File: config.mk
export PLATFORM = sky130hd
export DESIGN_NAME = segmented_slot_allocator
export DESIGN_NICKNAME = d
export VERILOG_FILES = /design/src/rtl/core/ssa_pkg.sv /design/src/rtl/core/segmented_slot_allocator.sv /design/src/rtl/core/ssa_ram.sv
export SDC_FILE = /design/constraint.sdc
export NUM_CORES = 1
export LEC_CHECK = 0
export BUFFER_PORTS_ARGS = -buffer_cell sky130_fd_sc_hd__buf_4
export CORE_MARGIN = 1
export CORE_UTILIZATION = 63
export CTS_CLUSTER_DIAMETER = 30
export DETAILED_ROUTE_END_ITERATION = 12
export PLACE_DENSITY = 0.78
export SETUP_SLACK_MARGIN = 0.5
export SLEW_MARGIN = 20
export SYNTH_ARGS = -nofsm -noshare
export SYNTH_HDL_FRONTEND = slang
export SYNTH_HIERARCHICAL = 1
export SYNTH_SLANG_ARGS = --single-unit
File: constraint.sdc
create_clock -name clk -period 5.9 [get_ports clk]
set_input_delay 0 -clock clk [delete_from_list [all_inputs] [get_ports clk]]
set_output_delay 0 -clock clk [all_outputs]
set_load 0.005 [all_outputs]
File: src/rtl/core/ssa_pkg.sv
// Package for the segmented slot allocator.
// Holds slot, queue and status constants used by the allocator RTL and its testbench.
// No dependencies.
package ssa_pkg;

	localparam int SLOT_W   = 7;
	localparam int COUNT_W  = 8;
	localparam int STATUS_W = 2;
	localparam int QUEUE_DEPTH = 128;
	localparam int QADDR_W  = 7;
	localparam int FILL_W   = 8;

	localparam logic [COUNT_W-1:0] SLOT_LIMIT = 8'd128;
	localparam logic [COUNT_W-1:0] COUNT_MAX  = 8'd255;
	localparam logic [FILL_W-1:0]  FILL_FULL  = 8'd128;

	typedef enum logic {
		CMD_ALLOC   = 1'b0,
		CMD_RELEASE = 1'b1
	} cmd_t;

	typedef enum logic [STATUS_W-1:0] {
		ST_OK       = 2'd0,
		ST_NO_ROOM  = 2'd1,
		ST_REJECTED = 2'd2
	} status_t;

	typedef struct packed {
		logic [4:0]         segments_used;
		logic [COUNT_W-1:0] live_count;
		logic               opened_segment;
		logic               reused;
		status_t            status;
		logic [SLOT_W-1:0]  granted_slot;
	} result_t;

endpackage

File: src/rtl/core/segmented_slot_allocator.sv
// Segmented slot allocator top level: FIFO free queue plus bump pointer over segments.
// Depends on ssa_pkg and ssa_ram.
//
// channel  dir  handshake              payload
// s_*      in   s_tvalid / s_tready    s_tuser = cmd, s_tdata[6:0] = slot
// m_*      out  m_tvalid / m_tready    m_tdata = granted_slot, status, reused,
//                                      opened_segment, live_count, segments_used
//
// One request per cycle while the output is not stalled: an input register feeds
// one pass of counter and queue logic into the output register that m_tdata shows.
// The free queue head is prefetched from the RAM every cycle, with a bypass for a
// write to the same entry. Reset clears all counters and pointers; the queue RAM is
// not cleared. A stalled output holds the input stage, which then drops s_tready.
module segmented_slot_allocator
	import ssa_pkg::*;
#(
	parameter int SEGMENT_SLOTS = 8,
	parameter int MAX_SEGMENTS  = 16
) (
	input  logic        clk,
	input  logic        arst_n,
	input  logic        s_tvalid,
	output logic        s_tready,
	input  logic [7:0]  s_tdata,   // [6:0] slot, [7] zero
	input  logic        s_tuser,   // [0] cmd
	output logic        m_tvalid,
	input  logic        m_tready,
	output logic [23:0] m_tdata    // [6:0] granted_slot, [8:7] status, [9] reused,
	                               // [10] opened_segment, [18:11] live_count,
	                               // [23:19] segments_used
);

	localparam int SEG_W = $clog2(MAX_SEGMENTS + 1);
	localparam int CAP_W = SEG_W + $clog2(SEGMENT_SLOTS + 1);
	localparam int CMP_W = (CAP_W > COUNT_W) ? CAP_W : COUNT_W;
	localparam logic [SEG_W-1:0] SegMax = SEG_W'(MAX_SEGMENTS);
	localparam logic [CMP_W-1:0] SegSlots = CMP_W'(SEGMENT_SLOTS);

	logic               valid_s1;
	cmd_t               cmd_s1;
	logic [SLOT_W-1:0]  slot_s1;

	logic [COUNT_W-1:0] bump_q, bump_d;
	logic [COUNT_W-1:0] count_q, count_d;
	logic [SEG_W-1:0]   seg_q, seg_d;
	logic [QADDR_W-1:0] head_q, head_d;
	logic [QADDR_W-1:0] tail_q, tail_d;
	logic [FILL_W-1:0]  fill_q, fill_d;

	logic               out_valid_q;
	result_t            out_q, res;

	logic               fire;
	logic               we;
	logic [CMP_W-1:0]   cap;
	logic               byp_q;
	logic [SLOT_W-1:0]  byp_data_q;
	logic [SLOT_W-1:0]  ram_rdata;
	logic [SLOT_W-1:0]  head_data;

	assign fire     = valid_s1 && (!out_valid_q || m_tready);
	assign s_tready = !valid_s1 || fire;
	assign m_tvalid = out_valid_q;
	assign m_tdata  = out_q;

	assign cap       = CMP_W'(seg_q) * SegSlots;
	assign head_data = byp_q ? byp_data_q : ram_rdata;

	always_comb begin
		bump_d  = bump_q;
		count_d = count_q;
		seg_d   = seg_q;
		head_d  = head_q;
		tail_d  = tail_q;
		fill_d  = fill_q;
		we      = 1'b0;
		res     = '0;
		res.status = ST_OK;
		if (fire) begin
			if (cmd_s1 == CMD_ALLOC) begin
				if (fill_q != '0) begin
					res.granted_slot = head_data;
					res.reused       = 1'b1;
					head_d = head_q + 1'b1;
					fill_d = fill_q - 1'b1;
					if (count_q != COUNT_MAX) count_d = count_q + 1'b1;
				end else if (CMP_W'(bump_q) < cap && bump_q < SLOT_LIMIT) begin
					res.granted_slot = bump_q[SLOT_W-1:0];
					bump_d = bump_q + 1'b1;
					if (count_q != COUNT_MAX) count_d = count_q + 1'b1;
				end else if (seg_q < SegMax && bump_q < SLOT_LIMIT) begin
					res.granted_slot   = bump_q[SLOT_W-1:0];
					res.opened_segment = 1'b1;
					seg_d  = seg_q + 1'b1;
					bump_d = bump_q + 1'b1;
					if (count_q != COUNT_MAX) count_d = count_q + 1'b1;
				end else begin
					res.status = ST_NO_ROOM;
				end
			end else begin
				if ({1'b0, slot_s1} >= bump_q || fill_q >= FILL_FULL) begin
					res.status = ST_REJECTED;
				end else begin
					we     = 1'b1;
					tail_d = tail_q + 1'b1;
					fill_d = fill_q + 1'b1;
					if (count_q != '0) count_d = count_q - 1'b1;
				end
			end
		end
		res.live_count    = count_d;
		res.segments_used = 5'(seg_d);
	end

	ssa_ram #(
		.WIDTH(SLOT_W),
		.DEPTH(QUEUE_DEPTH)
	) u_queue (
		.clk  (clk),
		.we   (we),
		.waddr(tail_q),
		.wdata(slot_s1),
		.raddr(head_d),
		.rdata(ram_rdata)
	);

	always_ff @(posedge clk) begin
		byp_data_q <= slot_s1;
		if (s_tready) begin
			cmd_s1  <= cmd_t'(s_tuser);
			slot_s1 <= s_tdata[SLOT_W-1:0];
		end
		if (fire) begin
			out_q <= res;
		end
	end

	always_ff @(posedge clk or negedge arst_n) begin
		if (!arst_n) begin
			valid_s1    <= 1'b0;
			out_valid_q <= 1'b0;
			byp_q       <= 1'b0;
			bump_q      <= '0;
			count_q     <= '0;
			seg_q       <= '0;
			head_q      <= '0;
			tail_q      <= '0;
			fill_q      <= '0;
		end else begin
			if (s_tready) valid_s1 <= s_tvalid;
			if (fire) begin
				out_valid_q <= 1'b1;
			end else if (m_tready) begin
				out_valid_q <= 1'b0;
			end
			byp_q   <= we && (tail_q == head_d);
			bump_q  <= bump_d;
			count_q <= count_d;
			seg_q   <= seg_d;
			head_q  <= head_d;
			tail_q  <= tail_d;
			fill_q  <= fill_d;
		end
	end

endmodule

File: src/rtl/core/ssa_ram.sv
// Generic simple dual-port RAM with a registered read port.
// One write and one read address per cycle; read returns old data on a collision.
// No dependencies.
module ssa_ram #(
	parameter int WIDTH = 8,
	parameter int DEPTH = 128
) (
	input  logic                     clk,
	input  logic                     we,
	input  logic [$clog2(DEPTH)-1:0] waddr,
	input  logic [WIDTH-1:0]         wdata,
	input  logic [$clog2(DEPTH)-1:0] raddr,
	output logic [WIDTH-1:0]         rdata
);

	logic [WIDTH-1:0] mem [DEPTH];
	logic [WIDTH-1:0] rdata_q;

	always_ff @(posedge clk) begin
		if (we) begin
			mem[waddr] <= wdata;
		end
		rdata_q <= mem[raddr];
	end

	assign rdata = rdata_q;

endmodule

After elaboration in Yosys (flattened, before gate mapping)
Memories as Yosys holds them, arrays and structs flattened. A register that Yosys moved wholly into a read port is not among the register bits.
Index checks and enable logic that the tools add are counted.
W data, S select, Z words.
{"block": "classes", "bitwise": 3, "n_lt_le_gt_ge": 5, "eq_ne": 3, "n_reduce_logical": 18, "muxes": 39, "add_sub_neg": 8}
{"operator": "$mux W8", "count": 13}
{"operator": "$mux W7", "count": 7}
{"operator": "$mux W5", "count": 5}
{"operator": "$add A8 B1 Y8 const B", "count": 3}
{"operator": "$reduce_bool A8 Y1", "count": 2}
{"operator": "$sub A8 B1 Y8 const B", "count": 2}
{"operator": "$add A7 B1 Y7 const B", "count": 2}
{"operator": "$mux W1", "count": 11}
{"operator": "$ge A7 B8 Y1", "count": 1}
{"operator": "$ge A8 B8 Y1 const B", "count": 1}
{"operator": "$lt A8 B8 Y1", "count": 1}
{"operator": "$lt A8 B8 Y1 const B", "count": 1}
{"operator": "$ne A8 B8 Y1 const B", "count": 1}
{"operator": "$eq A7 B7 Y1", "count": 1}
{"operator": "$mux W2", "count": 3}
{"operator": "$reduce_and A3 Y1", "count": 2}
{"operator": "$reduce_bool A2 Y1", "count": 3}
{"operator": "$add A5 B1 Y5 const B", "count": 1}
{"operator": "$lt A5 B5 Y1 const B", "count": 1}
{"operator": "$logic_and A1 B1 Y1", "count": 4}
{"operator": "$reduce_and A4 Y1", "count": 1}
{"operator": "$logic_or A1 B1 Y1", "count": 3}
{"operator": "$not A1 Y1", "count": 3}
{"operator": "$reduce_or A3 Y1", "count": 1}
{"operator": "other kinds (2)", "count": 3}
{"block": "word_totals", "ram_bits": 896, "in_bits": 13, "wordCells": 95, "output_inout_bits": 26, "n_memories": 1, "regBits": 85}
{"name": "u_queue.mem", "depth": 128, "width": 7, "read_ports": 1, "rd_ports_with_merged_regs": 1, "wr": 1, "line": "ssa_ram.sv:16", "text": "logic [WIDTH-1:0] mem [DEPTH];"}

Longest topological paths before layout
{"block": "depth", "ltp_word": 7, "depth_mapped": 13, "mapped_depth_nobuf": 9}

Modules after synthesis
The synthesis kept the hierarchy.
{"mod": "ssa_ram", "instances": 1, "seq_area_each_um2": 27045.9, "area_per_inst_um2": 34807.1, "cells_each": 1453}
{"mod": "segmented_slot_allocator", "instances": 1, "seq_area_each_um2": 2252.2, "area_per_inst_um2": 4434.3, "cells_each": 401}

Worst setup path before layout
OpenSTA, ideal clock, no wires.
{"block": "synth_path", "path_kind": "register to register", "startpoint": "register slot_s1[5]", "endpoint": "memory u_queue/mem[110][0] (netlist name) (enable)", "period_less_slack_ns": 4.943, "stages_incl_launch_ff": 13, "setup_ns": 0.360, "n_path_buf": 4, "slack_ns": 0.957, "t_arrival_ns": 4.583, "required_ns": 5.540, "cell_sequence": "edfxtp_1 -> ha_1 -> a21o_1 -> a221o_1 -> a21oi_4 -> and2_1 -> buf_4 -> buf_4 -> clkbuf_1 -> nor2b_1 -> nand3_1 -> clkbuf_1 -> nor2_1"}
{"block": "synth_via", "elab_chain_len": 7}
{"item": "start: declaration", "line": "segmented_slot_allocator.sv:41", "text": "logic [SLOT_W-1:0] slot_s1;"}
{"item": "start signal: assignment", "line": "segmented_slot_allocator.sv:131", "text": "slot_s1 <= s_tdata[SLOT_W-1:0];"}
{"item": "$ge A7 B8 Y1", "line": "segmented_slot_allocator.sv:101", "text": "if ({1'b0, slot_s1} >= bump_q || fill_q >= FILL_FULL) begin"}
{"item": "$logic_or A1 B1 Y1", "line": "segmented_slot_allocator.sv:101"}
{"item": "$mux W1", "line": "segmented_slot_allocator.sv:101"}
{"item": "$mux W1", "line": "segmented_slot_allocator.sv:80", "text": "if (cmd_s1 == CMD_ALLOC) begin"}
{"item": "$mux W1", "line": "segmented_slot_allocator.sv:79", "text": "if (fire) begin"}
{"item": "via we", "line": "segmented_slot_allocator.sv:54", "text": "logic we;"}
{"item": "$mux W1", "line": "ssa_ram.sv:20", "text": "if (we) begin"}
{"item": "$mux W1 (not written as such)", "line": "ssa_ram.sv:21", "text": "mem[waddr] <= wdata;"}
{"item": "end: declaration", "line": "ssa_ram.sv:16"}
The timed path passes the listed nets, and every way through them passes these cells.

Worst setup path after layout
{"block": "layout_path", "startpoint": "register slot_s1[6]", "endpoint": "memory u_queue/mem[42][3] (netlist name) (enable)"}
{"block": "layout_via", "elab_chain_len": 7}
{"item": "$ge A7 B8 Y1", "line": "segmented_slot_allocator.sv:101"}
{"item": "$logic_or A1 B1 Y1", "line": "segmented_slot_allocator.sv:101"}
{"item": "$mux W1", "line": "segmented_slot_allocator.sv:101"}
{"item": "$mux W1", "line": "segmented_slot_allocator.sv:80"}
{"item": "$mux W1", "line": "segmented_slot_allocator.sv:79"}
{"item": "$mux W1", "line": "ssa_ram.sv:20"}
{"item": "$mux W1 (not written as such)", "line": "ssa_ram.sv:21"}
Every way passes these cells.

==> run metrics <==
Worst setup SP type flop; Yosys reg bits 988; min Tclk post-route roughly 4800 ps; cts bufs inserted 158; EDFF count, synth 928; RSZ-0062 raised after global routing false; share of cells above drive strength 1 30.8%; drt first pass iters 6; Syn Nets 1893; sequential power share 35.2%; antenna violations before repair 4; Post-DRT Antenna Nets 0; Sw Ratio 28.8%; GRT overflow 0; Post-CTS Setup Bufs 0; most instantiated library cell after synthesis edfxtp_1; Slowest-stage cell, CP nor2_1; Total Wirelength 97800 um; number of global-route vias before repair 21400; status completed; clock root buffer clkbuf_16; Worst Path Max Fanout 13; Top Family by Delay on Critical Path simple AND/OR/NAND/NOR gates; cell area power density 501 nW/um2; post-synthesis sequential area ratio 74.7%; largest net degree at the start of global routing 98; Worst Skew 33.8 ps; clock sinks 988; Post-synth top cells edfxtp_1 (928), mux4_2 (294), nor2_1 (141), clkbuf_1 (55), dfrtp_1 (46); slew margin rel. 14.8%; Synth Instances 1854; Synth Flop Type edfxtp_1; first-pass GRT wire length 144000 um; LEAKAGE 15.0 nW; Worst-Skew Late Latency around 760 ps; CP arrival about 5200 ps; Achievable Freq 208 MHz; Mapped Area a little under 40000 um2; Critical Path RT between 6000 and 7000 ps; utilization after layout 75.1%; count of boundary I/O pins 39; final setup TNS 0 ps; gp weighted congestion 0.900; Worst Setup Slack, final 1100 ps; Final Hold Fails 0; wire per inst 32.7 um; Synth top area share 71.0%; Layout Nets 2062; Top cell by count, worst path nor2b_1; Tightest Pin Transition 1270 ps; Post-synth ARST share 4.66%; worst hold slack 310 ps; fin cells 2990; initial core utilization between 60% and 70%; chip width 252 um; Max Cap Viol 0; DRC 0; detailed-route via count 20700; period utilization 81.3%; Setup WS pre-CTS 1370 ps; cell chain of the critical path ha_1, nor2b_1, a221o_1, a21oi_4, and2_1, nor2b_1, nand2_1, nor2_1; synthesized area per cell 21.2 um2; critical path type reg -> reg; Die ar. 63300 um2; CORE AREA 61600 um2; Inst Count DP 2677; DP HPWL 51400 um; library cells used by synthesis 61; Slew Limit Fails 0; Die Y 252 um; Max Root-Sink Buffers 3; setup violators final 0; GRT Resource Usage Total 32.2%; Area contributors post-synth edfxtp_1 (71%), mux4_2 (17%), dfrtp_1 (2.9%); Syn. warnings 6; crit-path max cell delay 960 ps; CP Capture Type flop; initial detailed-routing violation count 2886; Worst-path clk slew 50 ps; CTS tree done; worst hold path class in -> async; # fillers 3066; synth-to-layout area growth 17.9%; I/O Buffers 37; cell taking the most area after synthesis edfxtp_1; internal cell power 16.5 mW; Psw 6.68 mW; Comb power frac 24.8%; worst path bufs/invs 0; Peak VDD IR 0.370 mV; clock power share between 40% and 50%; via/cell ratio just under 7; row count 91; H-Tree Depth 4
==> per-stage QoR <==
step / power [mW] / instance area (um2)
after global placement: 13.6 / 40600
after detailed placement: 13.8 / 40600
after global routing: 23.8 / 46300
after floorplan: 12.2 / 39200
after CTS: 23.2 / 46200
final: 23.2 / 46300
==> flip-flops by register name, indices dropped and copies added (netlist names), 7 cells and up <==
signal and cells:
u_queue/mem 896, m_tdata 24, bump_q 8, count_q 8, fill_q 8, byp_data_q 7, head_q 7, slot_s1 7
tail_q 7, u_queue/rdata 7
==> final cells by class <==
cell class	instances	area [um2]	share of cell area, %
sequential	988	29300	63.3
multi-input combinational	746	9480	20.5
clock buffer	169	4020	8.68
clock inverter	120	1360	2.93
tap	837	1050	2.26
timing repair buffer	103	961	2.08
inverter	26	97.6	0.211
antenna	1	2.50	0.00541
==> logic make-up (layout without fill, tap and decap cells) <==
kind of cell             after synthesis  in the layout  synth area share [%]
AO/OA/AOI/OAI                         68             68                  1.17
XOR/XNOR                              37             37                 0.826
adder cells (fa/ha/maj)               26             26                 0.848
buffers and inverters                120            418                  1.39
flip-flops                           988            988                  74.7
multiplexers                         318            318                  17.6
other                                  0              1                     0
AND/OR/NAND/NOR                      297            297                  3.52
==> repair_timing <==
action | CTS | global route
gates resized for setup | 0 | 0
hold buffers | 23 | 0
hold endpoints to repair | 56 | 0
==> tightest hold or removal path, cell delays in order <==
cell and delay, ps:
dlygate4sd3_1 520, dlygate4sd3_1 540, buf_4 130, buf_16 230
==> layout by cell type (no fill, tap or decap), types with 24 or more instances in the layout <==
master,n
ha_1,25
mux4_2,294
buf_4,71
dfrtp_1,46
clkinv_1,26
nand2_1,44
nor2_1,141
xnor2_1,24
inv_1,24
clkbuf_16,159
edfxtp_1,928
nand3_1,25
==> path summary, 6_finish.rpt <==
kind / to / slack [ps] / startpoint / cells after the start
max: u_queue/mem[42][3] / 1100 / slot_s1[6] / 8
min: fill_q[3] / 310 / arst_n / 4
max reg2reg: u_queue/mem[42][3] / 1100 / slot_s1[6] / 8
min reg2reg: seg_q[4] / 510 / seg_q[4] / 1
max in group asynchronous: head_q[5] / 5330 / arst_n / 4
min in group clk: m_tvalid / 330 / m_tready / 4
==> per-layer routing <==
| layer | share of wire (%) | global-route usage [%] |
|---|---|---|
| met3 | 10 | 6.72 |
| met2 | 50 | 51.7 |
| met4 | 4.3 | 14.9 |
| met1 | 35 | 43.2 |
| met5 | 0.013 | 0 |
==> power by group through the flow <==
stage | Combinational, mW | Sequential, mW | Clock [mW]
6_report | 5.74 | 8.15 | 9.28
5_1_grt | 5.96 | 8.16 | 9.67
3_5_place_dp | 5.50 | 8.26 | 0
4_1_cts | 5.72 | 8.14 | 9.37
2_1_floorplan | 3.98 | 8.21 | 0
3_3_place_gp | 5.38 | 8.24 | 0
No activity file was read; power rests on OpenSTA's default activity.
